File: config.mk
export PLATFORM = sky130hd
export DESIGN_NAME = base64_stream_encoder_top
export DESIGN_NICKNAME = d
export VERILOG_FILES = /design/src/sv/b64e_pkg.sv /design/src/sv/base64_stream_encoder_top.sv /design/src/sv/b64e_front.sv /design/src/sv/b64e_queue.sv /design/src/sv/b64e_back.sv
export VERILOG_INCLUDE_DIRS = /design/src /design/src/sv
export SDC_FILE = /design/constraint.sdc
export NUM_CORES = 1
export LEC_CHECK = 0
export BUFFER_PORTS_ARGS = -buffer_cell sky130_fd_sc_hd__clkbuf_2
export CORE_ASPECT_RATIO = 1.4
export CORE_MARGIN = 5
export CORE_UTILIZATION = 55
export CTS_CLUSTER_SIZE = 28
export DETAILED_ROUTE_END_ITERATION = 7
export MAX_ROUTING_LAYER = met4
export PLACE_DENSITY_LB_ADDON = 0.1
export SYNTH_ARGS = -nofsm -noshare
export SYNTH_HDL_FRONTEND = slang
export SYNTH_SLANG_ARGS = --single-unit
File: constraint.sdc
create_clock -name clk -period 4 [get_ports clk]
set_clock_uncertainty 0.2 [all_clocks]
set_input_delay 0.2 -clock clk [delete_from_list [all_inputs] [get_ports clk]]
set_output_delay 0.2 -clock clk [all_outputs]
set_load 0.02 [all_outputs]
File: src/sv/base64_stream_encoder_top_defines.svh
// Assertion macros shared by the encoder modules.
// Each macro expects a clock named clk and a reset named rst in scope.
`ifndef BASE64_STREAM_ENCODER_TOP_DEFINES_SVH
`define BASE64_STREAM_ENCODER_TOP_DEFINES_SVH

// Same-cycle implication, checked outside reset.
`define B64E_ASSERT_NOW(label, ante, cons, msg) \
  label: assert property (@(posedge clk) disable iff (rst) (ante) |-> (cons)) \
    else $error(msg);

// Next-cycle implication, checked outside reset.
`define B64E_ASSERT_NEXT(label, ante, cons, msg) \
  label: assert property (@(posedge clk) disable iff (rst) (ante) |=> (cons)) \
    else $error(msg);

`endif

File: src/sv/b64e_pkg.sv
`timescale 1ns / 1ps
// ----------------------------------------------------------------------------
// b64e_pkg
// Types, constants and the character table of the Base64 stream encoder.
// ----------------------------------------------------------------------------
package b64e_pkg;

  localparam int QDEPTH = 2;
  localparam int QPTR_W = $clog2(QDEPTH);
  localparam int QCNT_W = $clog2(QDEPTH + 1);

  // Number of trailing '=' characters in a group
  localparam logic [1:0] PAD_NONE = 2'd0;
  localparam logic [1:0] PAD_ONE  = 2'd1;
  localparam logic [1:0] PAD_TWO  = 2'd2;

  localparam logic [6:0] PAD_CHAR = 7'h3D;

  // One complete group of three bytes, ready to be turned into four characters
  typedef struct packed {
    logic [23:0] word;
    logic [1:0]  pad;
    logic        last;
  } group_t;

  // Write side of the group queue
  typedef struct packed {
    logic   valid;
    group_t group;
  } push_t;

  // Queue status seen by both sides
  typedef struct packed {
    logic full;
    logic empty;
  } qstat_t;

  // Map a 6-bit value to its ASCII character
  function automatic logic [6:0] b64_char(input logic [5:0] sextet);
    logic [6:0] s;
    logic [6:0] code;
    s = {1'b0, sextet};
    if (sextet < 6'd26) begin
      code = 7'h41 + s;
    end else if (sextet < 6'd52) begin
      code = 7'h61 + s - 7'd26;
    end else if (sextet < 6'd62) begin
      code = 7'h30 + s - 7'd52;
    end else if (sextet == 6'd62) begin
      code = 7'h2B;
    end else begin
      code = 7'h2F;
    end
    return code;
  endfunction

endpackage

File: src/sv/base64_stream_encoder_top.sv
`timescale 1ns / 1ps
// Path: a completed group is written into the queue, then loaded into the emitter's group
//   register, and each of its characters then passes through the output register.
// Throughput: one byte per cycle into a two-group queue while it is not full; the emitter
//   sends one character per cycle while out_stall is low, four for each group of three bytes.
// Reset: synchronous, active high; clears group position, queue and emitter state.
// ----------------------------------------------------------------------------
// base64_stream_encoder_top
// Streaming Base64 encoder with '=' padding and a last-character flag.
// ----------------------------------------------------------------------------
module base64_stream_encoder_top (
  input  logic       clk,
  input  logic       rst,
  // byte channel: transfer when in_valid is high and in_stall is low
  input  logic       in_valid,
  output logic       in_stall,
  input  logic [7:0] data_byte,
  input  logic       end_of_message,
  // character channel: transfer when out_valid is high and out_stall is low
  output logic       out_valid,
  input  logic       out_stall,
  output logic [6:0] char_code,
  output logic       last_char
);

  b64e_pkg::push_t  push;
  b64e_pkg::qstat_t qstat;
  b64e_pkg::group_t head;
  logic             pop;

  // Front: gather bytes, emit a group on the third byte or on end of message
  b64e_front u_front (
    .clk            (clk),
    .rst            (rst),
    .in_valid       (in_valid),
    .in_stall       (in_stall),
    .data_byte      (data_byte),
    .end_of_message (end_of_message),
    .qstat          (qstat),
    .push           (push)
  );

  // Queue: decouple byte intake from character output
  b64e_queue u_queue (
    .clk   (clk),
    .rst   (rst),
    .push  (push),
    .pop   (pop),
    .head  (head),
    .qstat (qstat)
  );

  // Back: map sextets to characters, pad, flag the final character
  b64e_back u_back (
    .clk       (clk),
    .rst       (rst),
    .head      (head),
    .qstat     (qstat),
    .pop       (pop),
    .out_valid (out_valid),
    .out_stall (out_stall),
    .char_code (char_code),
    .last_char (last_char)
  );

endmodule

File: src/sv/b64e_front.sv
`timescale 1ns / 1ps
// ----------------------------------------------------------------------------
// b64e_front
// Gathers input bytes into groups of three and queues each finished group.
// ----------------------------------------------------------------------------
module b64e_front (
  input  logic              clk,
  input  logic              rst,
  input  logic              in_valid,
  output logic              in_stall,
  input  logic [7:0]        data_byte,
  input  logic              end_of_message,
  input  b64e_pkg::qstat_t  qstat,
  output b64e_pkg::push_t   push
);

  logic [1:0] pos;
  logic [1:0] pos_next;
  logic [7:0] pend0;
  logic [7:0] pend1;
  logic       accept;

  // Hold off input while the queue has no room
  assign in_stall = qstat.full;
  assign accept   = in_valid && !in_stall;

  always_comb begin
    pos_next        = pos;
    push.valid      = 1'b0;
    push.group.word = {data_byte, 16'h0000};
    push.group.pad  = b64e_pkg::PAD_TWO;
    push.group.last = 1'b1;
    if (accept) begin
      case (pos)
        2'd1: begin
          if (end_of_message) begin
            push.valid      = 1'b1;
            push.group.word = {pend0, data_byte, 8'h00};
            push.group.pad  = b64e_pkg::PAD_ONE;
            pos_next        = 2'd0;
          end else begin
            pos_next = 2'd2;
          end
        end
        2'd2: begin
          push.valid      = 1'b1;
          push.group.word = {pend0, pend1, data_byte};
          push.group.pad  = b64e_pkg::PAD_NONE;
          push.group.last = end_of_message;
          pos_next        = 2'd0;
        end
        default: begin
          // start of a group; an unused position counts as the start too
          push.valid = end_of_message;
          pos_next   = end_of_message ? 2'd0 : 2'd1;
        end
      endcase
    end
  end

  always_ff @(posedge clk) begin
    if (rst) begin
      pos <= 2'd0;
    end else begin
      pos <= pos_next;
    end
  end

  always_ff @(posedge clk) begin
    if (accept && (pos == 2'd1)) begin
      pend1 <= data_byte;
    end
    if (accept && (pos != 2'd1) && (pos != 2'd2)) begin
      pend0 <= data_byte;
    end
  end

endmodule

File: src/sv/b64e_queue.sv
`timescale 1ns / 1ps
// ----------------------------------------------------------------------------
// b64e_queue
// Short queue of finished groups between the byte gatherer and the emitter.
// ----------------------------------------------------------------------------
`include "base64_stream_encoder_top_defines.svh"

module b64e_queue (
  input  logic                clk,
  input  logic                rst,
  input  b64e_pkg::push_t     push,
  input  logic                pop,
  output b64e_pkg::group_t    head,
  output b64e_pkg::qstat_t    qstat
);

  b64e_pkg::group_t               slots [b64e_pkg::QDEPTH];
  logic [b64e_pkg::QPTR_W-1:0]    wr_ptr;
  logic [b64e_pkg::QPTR_W-1:0]    rd_ptr;
  logic [b64e_pkg::QCNT_W-1:0]    count;
  logic                           do_push;
  logic                           do_pop;

  assign qstat.full  = (count == b64e_pkg::QCNT_W'(b64e_pkg::QDEPTH));
  assign qstat.empty = (count == '0);
  assign do_push     = push.valid && !qstat.full;
  assign do_pop      = pop && !qstat.empty;
  assign head        = slots[rd_ptr];

  always_ff @(posedge clk) begin
    if (rst) begin
      wr_ptr <= '0;
      rd_ptr <= '0;
      count  <= '0;
    end else begin
      if (do_push) begin
        wr_ptr <= (wr_ptr == b64e_pkg::QPTR_W'(b64e_pkg::QDEPTH - 1)) ? '0 : wr_ptr + 1'b1;
      end
      if (do_pop) begin
        rd_ptr <= (rd_ptr == b64e_pkg::QPTR_W'(b64e_pkg::QDEPTH - 1)) ? '0 : rd_ptr + 1'b1;
      end
      case ({do_push, do_pop})
        2'b10:   count <= count + 1'b1;
        2'b01:   count <= count - 1'b1;
        default: count <= count;
      endcase
    end
  end

  always_ff @(posedge clk) begin
    if (do_push) begin
      slots[wr_ptr] <= push.group;
    end
  end

  `B64E_ASSERT_NOW(a_no_push_full, push.valid, !qstat.full, "group pushed into full queue")
  `B64E_ASSERT_NOW(a_no_pop_empty, pop, !qstat.empty, "group popped from empty queue")
  `B64E_ASSERT_NOW(a_count_range, 1'b1, count <= b64e_pkg::QCNT_W'(b64e_pkg::QDEPTH), "queue count beyond depth")

endmodule

File: src/sv/b64e_back.sv
`timescale 1ns / 1ps
// ----------------------------------------------------------------------------
// b64e_back
// Turns each queued group into four characters, one per cycle while the output is not stalled.
// ----------------------------------------------------------------------------
`include "base64_stream_encoder_top_defines.svh"

module b64e_back (
  input  logic               clk,
  input  logic               rst,
  input  b64e_pkg::group_t   head,
  input  b64e_pkg::qstat_t   qstat,
  output logic               pop,
  output logic               out_valid,
  input  logic               out_stall,
  output logic [6:0]         char_code,
  output logic               last_char
);

  b64e_pkg::group_t grp;
  logic             busy;
  logic [1:0]       idx;
  logic             out_ld;
  logic [5:0]       sextet;
  logic             padded;
  logic [6:0]       code;

  assign out_ld = !out_valid || !out_stall;
  // Take the next group when idle, or as the fourth character leaves
  assign pop    = !qstat.empty && (!busy || (out_ld && (idx == 2'd3)));

  always_comb begin
    case (idx)
      2'd0:    sextet = grp.word[23:18];
      2'd1:    sextet = grp.word[17:12];
      2'd2:    sextet = grp.word[11:6];
      default: sextet = grp.word[5:0];
    endcase
    padded = ({1'b0, idx} + {1'b0, grp.pad}) >= 3'd4;
    code   = padded ? b64e_pkg::PAD_CHAR : b64e_pkg::b64_char(sextet);
  end

  always_ff @(posedge clk) begin
    if (rst) begin
      busy      <= 1'b0;
      idx       <= 2'd0;
      out_valid <= 1'b0;
    end else begin
      if (out_ld) begin
        out_valid <= busy;
      end
      if (busy && out_ld) begin
        idx <= idx + 2'd1;
        if (idx == 2'd3) begin
          busy <= pop;
        end
      end else if (pop) begin
        busy <= 1'b1;
        idx  <= 2'd0;
      end
    end
  end

  always_ff @(posedge clk) begin
    if (pop) begin
      grp <= head;
    end
    if (busy && out_ld) begin
      char_code <= code;
      last_char <= grp.last && (idx == 2'd3);
    end
  end

  `B64E_ASSERT_NOW(a_idle_idx, !busy, idx == 2'd0, "character index moved while idle")
  `B64E_ASSERT_NEXT(a_hold_idx, busy && !out_ld, $stable(idx), "index advanced under stall")
  `B64E_ASSERT_NOW(a_pop_mid_group, busy && (idx != 2'd3), !pop, "group taken mid-group")

endmodule
==> summary.txt, run 1 <==
Synthesis
  – Post-synth EDFFs: 105
  – Post-synth cell types: 44
  – Post-synthesis sequential area ratio: 0.685
  – Async set-reset flop share out of synthesis: 0
  – Yosys Warn Count: 0
  – Gate Count Post-Synth: 326
  – Post-Syn Area per Cell: 15.0 um2
  – Mapped cell area: 4900 um2
  – Seq cells post-synth: 115
  – Main synth FF type: edfxtp_1
  – Syn nets: 351

Final layout
  – Design Area, Final: 5820 um2
  – Util after Layout: 0.673
  – Final net count: 400
  – N_diodes: 0
  – Layout cell share with drive strength beyond 1: 0.242
  – Syn-to-layout area delta: 19.0%

Clock tree
  – CTS Hold Buffers Added: 12
  – CTS max path bufs: 2
  – CTS buffer count: 17
  – CTS-repair resized insts: 0
  – CTS tree: built
  – Root buffer cell: clkbuf_16
  – Clock Latency Late Sink: 400 ps
  – Setup bufs post-CTS: 0
  – Htree depth: 4
  – Sinks on Clock Net: 115
  – Clk slew on worst S/H paths: 50 ps

STA
  – Final hold vios: 0
  – Setup-failing EPs final: 0
  – Worst-Margin Slew: 1070 ps
  – Fin. max-slew vios: 0
  – RSZ-0062 raised after global routing: no
  – Tmin final: 3260 ps
  – Slew headroom: 0.278
  – Setup TNS: 0 ps
  – Fmax achieved: 307 MHz
  – Final worst path period share: 0.814

Job
  – Max Cap Viol: 0

Place
  – RD Place Congestion: 0.920
  – Placed Area: 5130 um2
  – Port bufs: 22
  – Detailed placement HPWL: 6160 um

Floorplan
  – Die footprint: 10900 um2
  – Initial Utilization: 0.565
  – Placement row count: 40
  – Placeable core area: 8660 um2
  – Die X: 89.7 um
  – Io pins: 23
  – Chip Height: 122 um

Global route
  – Met1 Use GR: 0.200
  – Initial antenna violation count: 0
  – Number of global-route vias before repair: 2872
  – M2 GR Usage: 0.299
  – Largest net degree at the start of global routing: 30
  – All-layer global routing usage: 0.184
  – M3 GR Usage: 0.0500
  – Global route total overflow: 0
  – First-pass GRT wire length: 14900 um
  – Most used routing layer: met2

Pwr
  – Total power draw: 4.57 mW
  – Max VDD drop: 0.520 mV
  – Sw frac: 0.311
  – Int Pwr: 3.15 mW
  – Sw Pwr: 1.42 mW
  – Comb power frac: 0.299
  – Flop pwr share: 0.387
  – Share of total power in the clock network: 0.314
  – Pwr dens: 785 nW/um2
  – LEAKAGE: 2.10 nW

Setup path
  – Worst EP required: 3940 ps
  – Setup CP Type: register to register
  – CP max FO: 10
  – Crit path launch type: register
  – Worst path arrival time: 3190 ps
  – CP endpoint kind: register

Min path
  – Hold Path Class: input port to register

Route
  – Vias: 2835
  – DR pass1 iterations: 4
  – 1st-iter DRT viols: 165
  – Via/cell ratio: 5.75
  – Post-route DRC: 0
  – Final WL: 9020 um
  – Routed WL per cell: 18.3 um
  – ANT nets after route: 0

Status
  – Result of the run: finished, final reports clean
worst paths after layout:
path / start / endpoint / slack (ps) / cells after the start
min: in_valid / u_front.pos[0] / 50 / 4
max reg2reg: u_back.idx[0] / u_back.char_code[2] / 740 / 9
max: u_back.idx[0] / u_back.char_code[2] / 740 / 9
min reg2reg: u_front.pos[0] / u_front.pos[0] / 270 / 2
metal layers:
layer	vias up	wire length, um
li1	1370	-
met4	0	369
met3	28	339
met1	1350	3600
met5	-	0
met2	87	4710
power groups by stage:
stage	Sequential (mW)	Clock (mW)	Combinational, mW
final	1.77	1.44	1.37
after global routing	1.80	1.52	1.50
after CTS	1.77	1.46	1.37
after detailed placement	1.80	0	1.35
after global placement	1.79	0	1.36
after floorplan	1.80	0	0.981
flip-flops by register name, indices dropped and copies added (netlist names):
| name | flops |
|---|---|
| u_queue.count | 2 |
| u_queue.rd_ptr | 1 |
| u_back.busy | 1 |
| u_front.pend0 | 8 |
| u_front.pos | 2 |
| u_back.idx | 2 |
| u_back.grp | 27 |
| u_back.char_code | 7 |
| u_queue.wr_ptr | 1 |
| u_front.pend1 | 8 |
| u_queue.slots | 54 |
| u_back.last_char | 1 |
| u_back.out_valid | 1 |
cell type report:
type	count	area, um2
Clock buffer	18	429
Inverter	18	72.6
Multi-Input combinational cell	182	1410
Tap cell	105	131
Fill cell	603	2830
Timing Repair Buffer	41	283
Clock inverter	14	144
Sequential cell	115	3350
layout by cell type (no fill, tap or decap), types with 6 or more instances in the layout:
cell type,netlist,final
nand2_1,14,14
a21oi_1,13,12
edfxtp_1,105,105
clkbuf_16,0,17
clkinv_1,0,6
dfxtp_1,10,10
mux2_2,29,29
clkbuf_2,0,22
nor3_1,6,6
and3_1,9,9
o21ai_0,8,8
inv_1,16,16
a22o_1,17,17
ha_1,12,12
buf_4,0,7
dlygate4sd3_1,0,12
nor2_1,20,18
logic make-up (layout without fill, tap and decap cells):
| logic type | after synthesis | count (layout) | share of synthesized area |
|---|---|---|---|
| buffers and inverters | 29 | 91 | 0.0286 |
| AOI/OAI and AO/OA | 65 | 65 | 0.101 |
| DFF | 115 | 115 | 0.685 |
| and+or+nand+nor | 65 | 65 | 0.0649 |
| muxes | 35 | 35 | 0.0810 |
| adders and majority gates | 12 | 12 | 0.0307 |
| xor gates and xnor gates | 5 | 5 | 0.00894 |
critical path, stage by stage, from the launching register on:
cell and delay (ps):
dfxtp_1 460, ha_1 480, a21oi_1 80, a22o_1 360
inv_1 200, ha_1 370, a31oi_4 70, o21ai_0 440
mux2i_1 240, o211ai_1 100
through the flow:
step / hold slack (ps) / setup WS, ps / std cells
floorplan: 98.9 / 623 / 326
global placement: 233 / 824 / 449
detailed placement: 243 / 750 / 449
CTS: 48.5 / 770 / 493
global route: 106 / 558 / 493
finish: 51.8 / 745 / 493
cells in the mapped netlist, types with 2 or more instances:
master,n,area [um2]
and3_1,9,56.3
a31oi_1,3,18.8
a22oi_1,3,22.5
and2_1,3,18.8
xnor2_1,4,35.0
inv_4,2,12.5
mux2i_1,4,40.0
o211ai_1,2,15.0
ha_1,12,150
edfxtp_1,105,3150
a21oi_1,13,65.1
o21ai_0,8,40.0
nand2_1,14,52.6
o2111ai_1,2,17.5
nor4_1,3,18.8
or3_1,3,18.8
dfxtp_1,10,200
nor2_1,20,75.1
a22o_1,17,149
mux2_4,2,30.0
mux2_2,29,327
nor3_1,6,30.0
nand2b_1,2,12.5
clkbuf_1,7,26.3
a211oi_1,4,30.0
buf_2,2,10.0
a222oi_1,5,50.1
inv_1,16,60.1
No activity file was read; power rests on OpenSTA's default activity.
==> run 2, diff against run 1 <==
- clock period: 4 -> 2.9 ns (I/O delays scaled with it)
==> run 2 against run 1 <==
  * Sequential cell count unchanged
  * Die area unchanged
  * Global-route usage down 0.18 points
  * Non-clock buffer count up 11
  * Clock power up 30%
  * Sequential power up 37%
  * Count of clock-buffer cells in the layout down 1
  * Critical path depth unchanged
  * Combinational power up 47%
  * Total power up 38%
  * Register-to-register slack worse by 600 ps
==> summary.txt, run 2 (synthesis gave the netlist of run 1 again) <==
Status
  – Result of the run: finished, final reports clean

Place
  – Detailed placement HPWL: 6090 um (-1.2%)
  – RD Place Congestion: 0.971 (+5.5%)
  – Pre-CTS setup slack: 10.7 ps (-739 ps)
  – Port bufs: 22 (unchanged)

STA
  – Setup TNS: 0 ps (unchanged)
  – Fin. max-slew vios: 0 (unchanged)
  – Setup-failing EPs final: 0 (unchanged)
  – Final worst path period share: 0.949 (+0.135)
  – Fmax achieved: 363 MHz (+18%)
  – Tmin final: 2750 ps (-503 ps)
  – Final hold vios: 0 (unchanged)
  – RSZ-0062 raised after global routing: no
  – Worst-Margin Slew: 1000 ps (-69.4 ps)
  – Setup WS post-layout: 148 ps (-597 ps)
  – Slew headroom: 0.325 (+0.0467)

Setup path
  – Worst r2r src: u_back.idx[0]
  – Worst EP required: 2960 ps (-980 ps)
  – Cell mode on critical path: ha_1
  – Worst path slowest cell: or4_1
  – CP endpoint kind: register
  – Critical Path Max Stage Delay: 480 ps (about the same)
  – CP max FO: 7 (-3)
  – Setup CP Type: register to register
  – Worst path bufs/invs: 2 (+1)
  – Worst Setup SP: u_back.idx[0]
  – Crit path launch type: register
  – Worst path arrival time: 2820 ps (-370 ps)
  – Cells along the critical path: buf_4, ha_1, mux2_4, inv_4, ha_1, a31oi_4, o21a_4, or4_1, nand4_1
  – CP delay by family, top: adder cells

Clock tree
  – Setup bufs post-CTS: 0 (unchanged)
  – Clock Latency Late Sink: 400 ps (about the same)
  – Root buffer cell: clkbuf_16
  – CTS tree: built
  – CTS buffer count: 17 (unchanged)
  – Clk slew on worst S/H paths: 50 ps (about the same)
  – Htree depth: 4 (unchanged)
  – CTS max path bufs: 2 (unchanged)
  – Sinks on Clock Net: 115 (unchanged)

Route
  – Vias: 2856 (+0.74%)
  – Routed WL per cell: 17.8 um (-2.9%)
  – Via/cell ratio: 5.67 (-1.5%)
  – Post-route DRC: 0 (unchanged)
  – Final WL: 8950 um (-0.70%)
  – ANT nets after route: 0 (unchanged)
  – DR pass1 iterations: 4 (unchanged)
  – 1st-iter DRT viols: 198 (+20%)

Floorplan
  – Chip Height: 122 um (unchanged)
  – Die footprint: 10900 um2 (unchanged)
  – Die X: 89.7 um (unchanged)
  – Placeable core area: 8660 um2 (unchanged)
  – Placement row count: 40 (unchanged)
  – Initial Utilization: 0.565 (unchanged)
  – Io pins: 23 (unchanged)

Pwr
  – LEAKAGE: 2.14 nW (+2.1%)
  – Max VDD drop: 0.660 mV (+27%)
  – Pwr dens: 1070 nW/um2 (+36%)

Final layout
  – FILL cells: 609 (+1.0%)
  – Most frequent cells in the layout: edfxtp_1 (105), mux2_2 (29), clkbuf_2 (22)
  – Max reg flops: 54 (unchanged)
  – Largest regs: u_queue.slots x54, u_back.grp x27
  – Layout cell share with drive strength beyond 1: 0.281 (+0.0384)
  – Final net count: 411 (+2.8%)
  – Most flops, register: u_queue.slots
  – Commonest non-fill, non-tap cell in the layout: edfxtp_1
  – N_diodes: 0 (unchanged)
  – Syn-to-layout area delta: 20.7%

Min path
  – Hold path start: in_valid
  – Hold Path Class: input port to register

Global route
  – Largest net degree at the start of global routing: 29 (-3.3%)
  – First-pass GRT wire length: 14800 um (-1.0%)
  – Global route total overflow: 0 (unchanged)
  – Initial antenna violation count: 0 (unchanged)
  – All-layer global routing usage: 0.182 (-0.00179)
  – Number of global-route vias before repair: 3053 (+6.3%)

Job
  – Max Cap Viol: 0 (unchanged)
[run 2: stage by stage]
| step | hold WS [ps] | power, mW | util | std cells | instance area (um2) |
|---|---|---|---|---|---|
| detailed placement | 184 | 4.44 | 0.604 | 459 | 5230 |
| global placement | 179 | 4.44 | 0.604 | 459 | 5230 |
| global route | 121 | 6.67 | 0.683 | 504 | 5910 |
| floorplan | 43.9 | 3.84 | - | 326 | 4900 |
| finish | 50.7 | 6.32 | 0.683 | 504 | 5910 |
| CTS | 43.8 | 6.34 | 0.682 | 504 | 5910 |
[run 2: final timing paths]
check                   endpoint  slack [ps]  cells after the start
max          u_back.char_code[5]         150                      9
min               u_front.pos[1]          50                      4
max reg2reg  u_back.char_code[5]         150                      9
min reg2reg        u_back.idx[0]         280                      1
[run 2: area by class of cell]
class	instances	area, um2	area share
inverters	18	72.6	0.0123
repair buffers	52	393	0.0665
flip-flops and latches	115	3360	0.568
well taps	105	131	0.0222
multi-input cells	182	1410	0.239
clock buffers	17	425	0.0720
clock inverters	15	119	0.0201
[run 2: what timing repair did]
item | CTS | global route
endpoints found under the hold margin | 74 | 0
cloned | 0 | 0
setup endpoints to repair | 1 | 4
gates resized for setup | 1 | 3
pin swaps | 0 | 1
hold buffers | 13 | 0
[run 2: per-layer routing]
layer / vias up / GRT usage / wire length, um
met4: 0 / 0.110 / 331
met3: 31 / 0.0494 / 299
met2: 75 / 0.307 / 4760
met5: - / - / 0
met1: 1358 / 0.189 / 3560
li1: 1392 / - / -
[run 2: report_power, final]
group          leakage (nW)  internal, mW  total, mW  switching [mW]
Sequential             1.06          2.30       2.43           0.135
Clock                 0.259          1.16       1.87           0.706
Combinational         0.826         0.836       2.02            1.19
Total                  2.14          4.29       6.32            2.03
[run 2: worst min-delay path, stage by stage]
cell and delay [ps]:
clkbuf_2 90, nand2_1 200, a21oi_1 110, nor2_1 70
